File: config.mk
export PLATFORM = sky130hd
export DESIGN_NAME = set_intersection_filter_flat
export DESIGN_NICKNAME = d
export VERILOG_FILES = /design/src/rtl/sif_pkg.sv /design/src/rtl/sif_item_if.sv /design/src/rtl/sif_result_if.sv /design/src/rtl/sif_ram.sv /design/src/rtl/sif_datapath.sv /design/src/rtl/sif_ctrl.sv /design/src/rtl/set_intersection_filter.sv /design/src/flat_wrapper.sv
export SDC_FILE = /design/constraint.sdc
export NUM_CORES = 2
export LEC_CHECK = 0
export BUFFER_PORTS_ARGS = -buffer_cell sky130_fd_sc_hd__buf_2
export CAP_MARGIN = 20
export CORE_ASPECT_RATIO = 0.6
export CORE_MARGIN = 5
export CORE_UTILIZATION = 55
export DETAILED_ROUTE_END_ITERATION = 16
export PLACE_DENSITY = 0.71
export SLEW_MARGIN = 15
export SYNTH_ARGS = -nofsm -noshare
export SYNTH_HDL_FRONTEND = slang
export SYNTH_HIERARCHICAL = 1
export SYNTH_SLANG_ARGS = --single-unit
File: constraint.sdc
create_clock -name clk -period 9 [get_ports clk]
set_clock_uncertainty 0.05 [all_clocks]
set_input_delay 0.45 -clock clk [delete_from_list [all_inputs] [get_ports clk]]
set_output_delay 0.45 -clock clk [all_outputs]
set_load 0.03 [all_outputs]
File: src/rtl/sif_pkg.sv
// Package for the set intersection filter.
// Holds item codes, controller states and the command and status structs.
// No dependencies.
package sif_pkg;

  // Default number of set entries.
  localparam int SET_DEPTH_DEF = 64;

  // Item kind codes.
  localparam logic [1:0] KIND_LOAD  = 2'd0;
  localparam logic [1:0] KIND_PROBE = 2'd1;
  localparam logic [1:0] KIND_CLEAR = 2'd2;

  // Result status codes.
  localparam logic STATUS_MATCH = 1'b0;
  localparam logic STATUS_FULL  = 1'b1;

  // Controller states.
  typedef enum logic [2:0] {
    ST_IDLE,
    ST_SCAN,
    ST_MOVE_RD,
    ST_MOVE_WR,
    ST_OUT
  } state_t;

  // Commands from the controller to the datapath.
  typedef struct packed {
    logic capture;     // Latch the incoming word and restart the scan.
    logic scan;        // Advance the entry scan by one read.
    logic hit_save;    // Remember the index of the matching entry.
    logic load_wr;     // Append the held value at the end of the set.
    logic move_rd;     // Read the last entry of the set.
    logic move_wr;     // Move the last entry into the freed slot.
    logic clear;       // Empty the set.
    logic out_load;    // Put a result word into the output register.
    logic out_status;  // Status of that result word.
  } sif_cmd_t;

  // Status from the datapath to the controller.
  typedef struct packed {
    logic       match;      // The entry compared this cycle holds the value.
    logic       scan_done;  // Every stored entry has been compared.
    logic       full;       // The set holds SET_DEPTH entries.
    logic       out_busy;   // A result word waits and is not taken this cycle.
    logic [1:0] kind;       // Kind of the held word.
  } sif_sts_t;

endpackage

File: src/rtl/sif_item_if.sv
// Input channel of the set intersection filter: valid, ready and one item word.
// No dependencies.
interface sif_item_if;
  logic              valid;
  logic              ready;
  logic [1:0]        kind;
  logic signed [31:0] value;

  modport source (output valid, kind, value, input ready);
  modport sink   (input valid, kind, value, output ready);
endinterface

File: src/rtl/sif_result_if.sv
// Output channel of the set intersection filter: valid, ready and one result word.
// No dependencies.
interface sif_result_if;
  logic               valid;
  logic               ready;
  logic signed [31:0] value_res;
  logic               status;

  modport source (output valid, value_res, status, input ready);
  modport sink   (input valid, value_res, status, output ready);
endinterface

File: src/rtl/sif_ram.sv
// Generic single-write, single-read RAM with a registered read port.
// No dependencies.
module sif_ram #(
  parameter int WIDTH = 32,
  parameter int DEPTH = 64
) (
  input  logic                     clk,
  input  logic                     we,
  input  logic [$clog2(DEPTH)-1:0] waddr,
  input  logic [WIDTH-1:0]         wdata,
  input  logic                     re,
  input  logic [$clog2(DEPTH)-1:0] raddr,
  output logic [WIDTH-1:0]         rdata
);

  logic [WIDTH-1:0] mem [DEPTH];

  // Write port.
  always_ff @(posedge clk) begin
    if (we) begin
      mem[waddr] <= wdata;
    end
  end

  // Registered read port.
  always_ff @(posedge clk) begin
    if (re) begin
      rdata <= mem[raddr];
    end
  end

endmodule

File: src/rtl/sif_datapath.sv
// Datapath of the set intersection filter: entry RAM, fill count, scan
// counters, comparator and output register. Depends on sif_pkg and sif_ram.
module sif_datapath
  import sif_pkg::*;
#(
  parameter int SET_DEPTH = SET_DEPTH_DEF
) (
  input  logic               clk,
  input  logic               rst,
  input  logic [1:0]         in_kind,
  input  logic signed [31:0] in_value,
  input  sif_cmd_t           cmd,
  output sif_sts_t           sts,
  output logic               res_valid,
  input  logic               res_ready,
  output logic signed [31:0] res_value,
  output logic               res_status
);

  localparam int AW = (SET_DEPTH > 1) ? $clog2(SET_DEPTH) : 1;
  localparam int CW = $clog2(SET_DEPTH + 1);

  // The set is kept packed in entries 0 .. count-1.
  logic [CW-1:0]      count;
  logic [CW-1:0]      scan_idx;
  logic [AW-1:0]      cmp_idx;
  logic [AW-1:0]      hit_idx;
  logic               cmp_pending;
  logic [1:0]         item_kind;
  logic signed [31:0] item_value;

  logic [AW-1:0] last_idx;
  logic          ram_we;
  logic [AW-1:0] ram_waddr;
  logic [31:0]   ram_wdata;
  logic          ram_re;
  logic [AW-1:0] ram_raddr;
  logic [31:0]   ram_rdata;

  // Address and data selection for the entry RAM.
  always_comb begin
    last_idx  = AW'(count - CW'(1));
    ram_we    = cmd.load_wr | cmd.move_wr;
    ram_waddr = cmd.move_wr ? hit_idx : count[AW-1:0];
    ram_wdata = cmd.move_wr ? ram_rdata : item_value;
    ram_re    = cmd.scan | cmd.move_rd;
    ram_raddr = cmd.move_rd ? last_idx : scan_idx[AW-1:0];
  end

  sif_ram #(
    .WIDTH (32),
    .DEPTH (SET_DEPTH)
  ) u_entry_ram (
    .clk   (clk),
    .we    (ram_we),
    .waddr (ram_waddr),
    .wdata (ram_wdata),
    .re    (ram_re),
    .raddr (ram_raddr),
    .rdata (ram_rdata)
  );

  // Status toward the controller.
  always_comb begin
    sts.match     = cmp_pending && (ram_rdata == item_value);
    sts.scan_done = !cmp_pending && (scan_idx == count);
    sts.full      = (count == CW'(SET_DEPTH));
    sts.out_busy  = res_valid && !res_ready;
    sts.kind      = item_kind;
  end

  // Held word and scan counters. One entry is read per cycle and compared
  // in the cycle after.
  always_ff @(posedge clk) begin
    if (cmd.capture) begin
      item_kind  <= in_kind;
      item_value <= in_value;
      scan_idx   <= '0;
    end else if (cmd.scan && (scan_idx < count)) begin
      scan_idx <= scan_idx + CW'(1);
      cmp_idx  <= scan_idx[AW-1:0];
    end
    if (cmd.hit_save) begin
      hit_idx <= cmp_idx;
    end
  end

  // Compare-pending flag and fill count.
  always_ff @(posedge clk) begin
    if (rst) begin
      cmp_pending <= 1'b0;
      count       <= '0;
    end else begin
      if (cmd.capture) begin
        cmp_pending <= 1'b0;
      end else if (cmd.scan) begin
        cmp_pending <= (scan_idx < count);
      end
      if (cmd.clear) begin
        count <= '0;
      end else if (cmd.load_wr) begin
        count <= count + CW'(1);
      end else if (cmd.move_wr) begin
        count <= count - CW'(1);
      end
    end
  end

  // Output register; a new result is loaded only when the old one is gone.
  always_ff @(posedge clk) begin
    if (rst) begin
      res_valid <= 1'b0;
    end else if (cmd.out_load) begin
      res_valid <= 1'b1;
    end else if (res_ready) begin
      res_valid <= 1'b0;
    end
  end

  always_ff @(posedge clk) begin
    if (cmd.out_load) begin
      res_value  <= item_value;
      res_status <= cmd.out_status;
    end
  end

endmodule

File: src/rtl/sif_ctrl.sv
// Controller state machine of the set intersection filter.
// Depends on sif_pkg.
module sif_ctrl
  import sif_pkg::*;
(
  input  logic       clk,
  input  logic       rst,
  input  logic       in_valid,
  input  logic [1:0] in_kind,
  output logic       in_ready,
  input  sif_sts_t   sts,
  output sif_cmd_t   cmd
);

  state_t state;
  state_t state_next;

  // State register.
  always_ff @(posedge clk) begin
    if (rst) begin
      state <= ST_IDLE;
    end else begin
      state <= state_next;
    end
  end

  // Next state and commands.
  always_comb begin
    state_next = state;
    cmd        = '0;
    in_ready   = 1'b0;
    case (state)
      ST_IDLE: begin
        in_ready = 1'b1;
        if (in_valid) begin
          cmd.capture = 1'b1;
          case (in_kind)
            KIND_LOAD, KIND_PROBE: state_next = ST_SCAN;
            KIND_CLEAR:            cmd.clear  = 1'b1;
            default:               state_next = ST_IDLE;
          endcase
        end
      end
      ST_SCAN: begin
        cmd.scan = 1'b1;
        if (sts.match) begin
          // A load of a value already present does nothing.
          if (sts.kind == KIND_PROBE) begin
            cmd.hit_save = 1'b1;
            state_next   = ST_MOVE_RD;
          end else begin
            state_next = ST_IDLE;
          end
        end else if (sts.scan_done) begin
          if ((sts.kind == KIND_LOAD) && sts.full) begin
            state_next = ST_OUT;
          end else begin
            cmd.load_wr = (sts.kind == KIND_LOAD);
            state_next  = ST_IDLE;
          end
        end
      end
      ST_MOVE_RD: begin
        cmd.move_rd = 1'b1;
        state_next  = ST_MOVE_WR;
      end
      ST_MOVE_WR: begin
        // The last entry fills the hole left by the removed one.
        cmd.move_wr = 1'b1;
        state_next  = ST_OUT;
      end
      ST_OUT: begin
        if (!sts.out_busy) begin
          cmd.out_load   = 1'b1;
          cmd.out_status = (sts.kind == KIND_LOAD) ? STATUS_FULL : STATUS_MATCH;
          state_next     = ST_IDLE;
        end
      end
      default: state_next = ST_IDLE;
    endcase
  end

endmodule

File: src/rtl/set_intersection_filter.sv
// Top level of the set intersection filter: controller plus datapath.
// Depends on sif_pkg, sif_item_if, sif_result_if, sif_ctrl and sif_datapath.
//
// The block holds a set of up to SET_DEPTH 32-bit values, packed in a RAM
// behind a fill count. A load word adds its value unless it is present; a
// probe word that finds its value emits it with status 0 and removes it; a
// load that finds the set full emits the value with status 1; a clear word
// empties the set. Words are handled one at a time, and the input is ready
// only while the controller is idle. A load or probe reads the n stored
// entries through the RAM read port, one per cycle, and compares each entry
// in the cycle after its read. A match ends the scan. A probe hit then passes
// through ST_MOVE_RD and ST_MOVE_WR, which move the last entry into the freed
// slot, and ST_OUT, which loads the output register. A load into a full set
// goes from the scan to ST_OUT, which loads the output register. Clear words
// and unused kinds are handled in the idle state. Loading the output register
// waits as long as it still holds a word that is not taken. A finished result
// sits in the output register while the next word is already accepted.
module set_intersection_filter
  import sif_pkg::*;
#(
  parameter int SET_DEPTH = SET_DEPTH_DEF
) (
  input  logic         clk,
  input  logic         rst,
  sif_item_if.sink     item,
  sif_result_if.source result
);

  sif_cmd_t cmd;
  sif_sts_t sts;

  sif_ctrl u_ctrl (
    .clk      (clk),
    .rst      (rst),
    .in_valid (item.valid),
    .in_kind  (item.kind),
    .in_ready (item.ready),
    .sts      (sts),
    .cmd      (cmd)
  );

  sif_datapath #(
    .SET_DEPTH (SET_DEPTH)
  ) u_datapath (
    .clk        (clk),
    .rst        (rst),
    .in_kind    (item.kind),
    .in_value   (item.value),
    .cmd        (cmd),
    .sts        (sts),
    .res_valid  (result.valid),
    .res_ready  (result.ready),
    .res_value  (result.value_res),
    .res_status (result.status)
  );

endmodule

File: src/flat_wrapper.sv
// flat-port wrapper written by rule: the top's interface ports become plain ports
module set_intersection_filter_flat import sif_pkg::*;
#(
  parameter int SET_DEPTH = SET_DEPTH_DEF
)
  (clk, rst, item_valid, item_kind, item_value, item_ready, result_valid, result_value_res, result_status, result_ready);
  sif_item_if item_i ();
  sif_result_if result_i ();
  input  logic clk;
  input  logic rst;
  input wire logic [$bits(item_i.valid)-1:0] item_valid;
  input wire logic [$bits(item_i.kind)-1:0] item_kind;
  input wire logic [$bits(item_i.value)-1:0] item_value;
  output wire logic [$bits(item_i.ready)-1:0] item_ready;
  output wire logic [$bits(result_i.valid)-1:0] result_valid;
  output wire logic [$bits(result_i.value_res)-1:0] result_value_res;
  output wire logic [$bits(result_i.status)-1:0] result_status;
  input wire logic [$bits(result_i.ready)-1:0] result_ready;
  assign item_i.valid = item_valid;
  assign item_i.kind = item_kind;
  assign item_i.value = item_value;
  assign item_ready = item_i.ready;
  assign result_valid = result_i.valid;
  assign result_value_res = result_i.value_res;
  assign result_status = result_i.status;
  assign result_i.ready = result_ready;
  set_intersection_filter #(.SET_DEPTH(SET_DEPTH)) u_core (.clk(clk), .rst(rst), .item(item_i), .result(result_i));
endmodule
==> impl_metrics.py <==
metrics = {
    "outcome": {
        "status": "complete, no violations",
    },
    "critical_path": {
        "crit_cells": 13,
        "timing.rr.start": "u_core/u_datapath/count[2]$_SDFFE_PP0P_",
        "max_stage_delay_ns": 0.84,
        "cp_top_family": "simple AND/OR/NAND/NOR gates",
        "cp_cell_sequence": "inv_1, ha_1, nand4b_1, nor2_1, nor4b_1, nand2_1, nor2_1, nor2_1, inv_1, nor2b_1, nand4b_1, nor2_4, buf_4",
        "cpMaxStageDelayCell": "nor2_4",
        "crit_fanout": 17,
        "ff2ff_path_depth": 13,
        "r2r_end": "u_core/u_datapath/u_entry_ram/mem[50][14]$_DFFE_PP_",
        "crit_type": "reg -> reg",
        "endpoint_kind": "flop",
        "arrival_ns": 5.65,
        "path_buf_inv": 3,
        "ff2ff_setup_slack_ns": 3.76,
        "endpoint": "u_core/u_datapath/u_entry_ram/mem[50][14]$_DFFE_PP_",
        "cp-start-kind": "flop",
        "crit_top_cell": "nor2_1",
        "crit_required_ns": 9.41,
        "crit_start": "u_core/u_datapath/count[2]$_SDFFE_PP0P_",
    },
    "final_layout": {
        "syn_to_final_growth_pct": 11.9,
        "final_layout_size_suffix_gt1_share_pct": 27.7,
        "multi_input_area_sq_mm": 0.0178,
        "register_area_sq_mm": 0.0652,
        "fillCellCount": 9999,
        "fin_util_pct": 62.1,
        "nets": 3952,
        "final_cell_area_sq_mm": 0.0933,
    },
    "synthesis": {
        "synth_common_cells": "edfxtp_1, mux4_2, nor2_1, mux2i_1, o22ai_1",
        "syn-num-nets": 3715,
        "synthFlopType": "edfxtp_1",
        "ys_seq_elements": 2178,
        "synth_cell_types": 62,
        "ys_warn_count": 6,
        "yosysSeqAreaShare_pct": 78.2,
        "syn-cell-area_sq_mm": 0.0834,
        "yosysTopAreaCell": "edfxtp_1",
        "yosysMostFrequentCell": "edfxtp_1",
        "synth.avg_cell_area_sq_um": 22.7,
        "synth_top_area_share_pct": 77.8,
        "synth_area_leaders": "edfxtp_1, mux4_2, mux2i_1",
        "syn_inst": 3666,
        "synth_enable_flop_cells": 2159,
        "synth-async-reset-ratio_pct": 0,
    },
    "routing": {
        "ant_nets": 0,
        "vias": 40500,
        "drc_errors": 0,
        "firstDrtPassIters": 8,
        "wl_per_cell_um": 34.8,
        "first_iter_violations": 6234,
        "routed_wl_um": 211000,
        "avgViaCountPerCell": 6.68,
    },
    "clocking": {
        "cts_root_buf": "clkbuf_16",
        "cts_tree": "done",
        "clk_pin_slew_ns": 0.07,
        "cts_buffers": 181,
        "clk_path_buf_depth": 3,
        "cts_max_level": 4,
        "cts.sinks": 2178,
        "clk_latency_ns": 0.80,
    },
    "pwr": {
        "ir_drop_mv": 0.176,
        "power.total_mw": 19.3,
        "p_per_area_mw_per_mm2": 206,
        "leakage_nw": 27.8,
    },
    "min_path": {
        "hp-class": "in -> reg",
    },
    "placement": {
        "place_ws_ns": 3.49,
        "place_area_sq_mm": 0.0871,
        "dp_hpwl_um": 122000,
        "place.gp.congestion": 0.930,
        "port_buffers": 72,
    },
    "die": {
        "die_w_um": 513,
        "die-area_sq_mm": 0.160,
        "die_h_um": 312,
        "core_sq_mm": 0.150,
        "ioPinCount": 73,
        "rows": 110,
        "initial_utilization_pct": 55.5,
    },
    "run": {
        "cap_viol_max_count": 0,
    },
    "timing": {
        "worst_slew_pin_slew_ns": 1.20,
        "setup_viol": 0,
        "grt_setup_unrepaired": "false",
        "drv_slew": 0,
        "max_clock_freq_ghz": 0.191,
        "period_share_pct": 58.3,
        "hold_violations": 0,
        "relSlewSlack_pct": 20.0,
        "fin_ws_ns": 3.76,
        "finalSetupTns_ns": 0,
        "min_period_ns": 5.24,
    },
    "grt": {
        "overflow": 0,
        "grt_pass1_wl_um": 297000,
        "grt_start_max_net_pins": 110,
        "grt_use_total_pct": 26.5,
        "first_global_vias": 38700,
        "grt_antenna_before_repair": 9,
    },
}
## cells in the final DEF (no fill, tap or decap), types with 9 or more instances in the layout
cell	count
edfxtp_1	2159
mux4_2	544
clkbuf_16	185
buf_4	116
nor2_1	93
mux2i_1	93
o22ai_1	84
buf_2	73
a21oi_1	70
nor2_4	63
clkinv_1	43
clkbuf_1	43
nand2_1	43
dlygate4sd3_1	37
xor2_1	31
clkinv_2	27
mux2_2	27
o221ai_1	27
nor2b_1	20
dfxtp_1	19
nand3_1	16
bufinv_16	15
nor3_1	15
buf_12	14
a22oi_1	12
inv_1	11
ha_1	11
nor4_1	10
o21ai_0	9
xnor2_1	9
## report_power, final
part | switching [mW] | internal, mW
Sequential | 0.0149 | 11.2
Clock | 3.51 | 4.21
Combinational | 0.276 | 0.0627
Total | 3.80 | 15.5
## what timing repair did
item,in CTS,in global routing
gates resized for setup,0,0
hold buffers,37,0
endpoints found under the hold margin,37,0
setup buffers,0,0
## cell families after synthesis
family	synth area share, %
AO/OA/AOI/OAI	1.92
XOR/XNOR	0.420
adder cells (fa/ha/maj)	0.165
buffers and inverters	1.17
flip-flops	78.2
multiplexers	16.3
AND/OR/NAND/NOR	1.80
## metal layers
metal / wire (um) / share of wire [%] / vias to the layer above / global-route usage (%)
met5: 0 / 0 / - / 0
met4: 4180 / 2.0 / 0 / 5.89
met3: 36800 / 17 / 233 / 12.0
met2: 85300 / 40 / 2840 / 33.8
met1: 84800 / 40 / 21400 / 41.9
li1: - / - / 16100 / -
## worst reg2reg max path, stage by stage, from the launching register on
cell	delay (ns)
dfxtp_1	0.56
inv_1	0.14
ha_1	0.35
nand4b_1	0.16
nor2_1	0.23
nor4b_1	0.40
nand2_1	0.12
nor2_1	0.46
nor2_1	0.20
inv_1	0.19
nor2b_1	0.32
nand4b_1	0.44
nor2_4	0.84
buf_4	0.47
## through the flow
| step | hold WS (ns) | instances |
|---|---|---|
| after floorplan | 0.350 | 3666 |
| after global placement | 0.351 | 5685 |
| final | 0.226 | 6071 |
| after detailed placement | 0.355 | 5693 |
| after global routing | 0.250 | 6069 |
| after CTS | 0.165 | 6063 |
## worst min-delay path by stage
stage | start | endpoint | slack, ns | cells after the start
3_5_place_dp | u_core/u_datapath/cmp_idx[3]$_DFFE_PP_ | u_core/u_datapath/hit_idx[3]$_DFFE_PP_ | 0.36 | 0
5_1_grt | result_ready | u_core/u_ctrl/state[2]$_SDFFE_PP0P_ | 0.25 | 4
4_1_cts | result_ready | u_core/u_ctrl/state[2]$_SDFFE_PP0P_ | 0.17 | 4
2_1_floorplan | u_core/u_datapath/cmp_idx[0]$_DFFE_PP_ | u_core/u_datapath/hit_idx[0]$_DFFE_PP_ | 0.35 | 0
6_report | result_ready | u_core/u_ctrl/state[2]$_SDFFE_PP0P_ | 0.23 | 4
3_3_place_gp | u_core/u_datapath/cmp_idx[3]$_DFFE_PP_ | u_core/u_datapath/hit_idx[3]$_DFFE_PP_ | 0.35 | 0
## area by class of cell
| cell class | count | area share [%] |
|---|---|---|
| inverter | 11 | 0.0442 |
| multi-input combinational | 1285 | 19.0 |
| clock buffer | 228 | 5.13 |
| timing repair buffer | 246 | 2.19 |
| sequential | 2178 | 69.9 |
| clock inverter | 105 | 1.01 |
| antenna | 2 | 0.00536 |
| tap | 2016 | 2.70 |
## registers in the layout (all words and copies together) (netlist names)
| signal | count |
|---|---|
| u_core/u_datapath/u_entry_ram/mem | 2048 |
| u_core/u_datapath/item_value | 32 |
| u_core/u_datapath/res_value | 32 |
| u_core/u_datapath/u_entry_ram/rdata | 32 |
| u_core/u_datapath/count | 7 |
| u_core/u_datapath/scan_idx | 7 |
| u_core/u_datapath/cmp_idx | 6 |
| u_core/u_datapath/hit_idx | 6 |
| u_core/u_ctrl/state | 3 |
| u_core/u_datapath/item_kind | 2 |
| u_core/u_datapath/cmp_pending | 1 |
| u_core/u_datapath/res_status | 1 |
| u_core/u_datapath/res_valid | 1 |
Note: power is estimated with default switching activity, not from simulation.
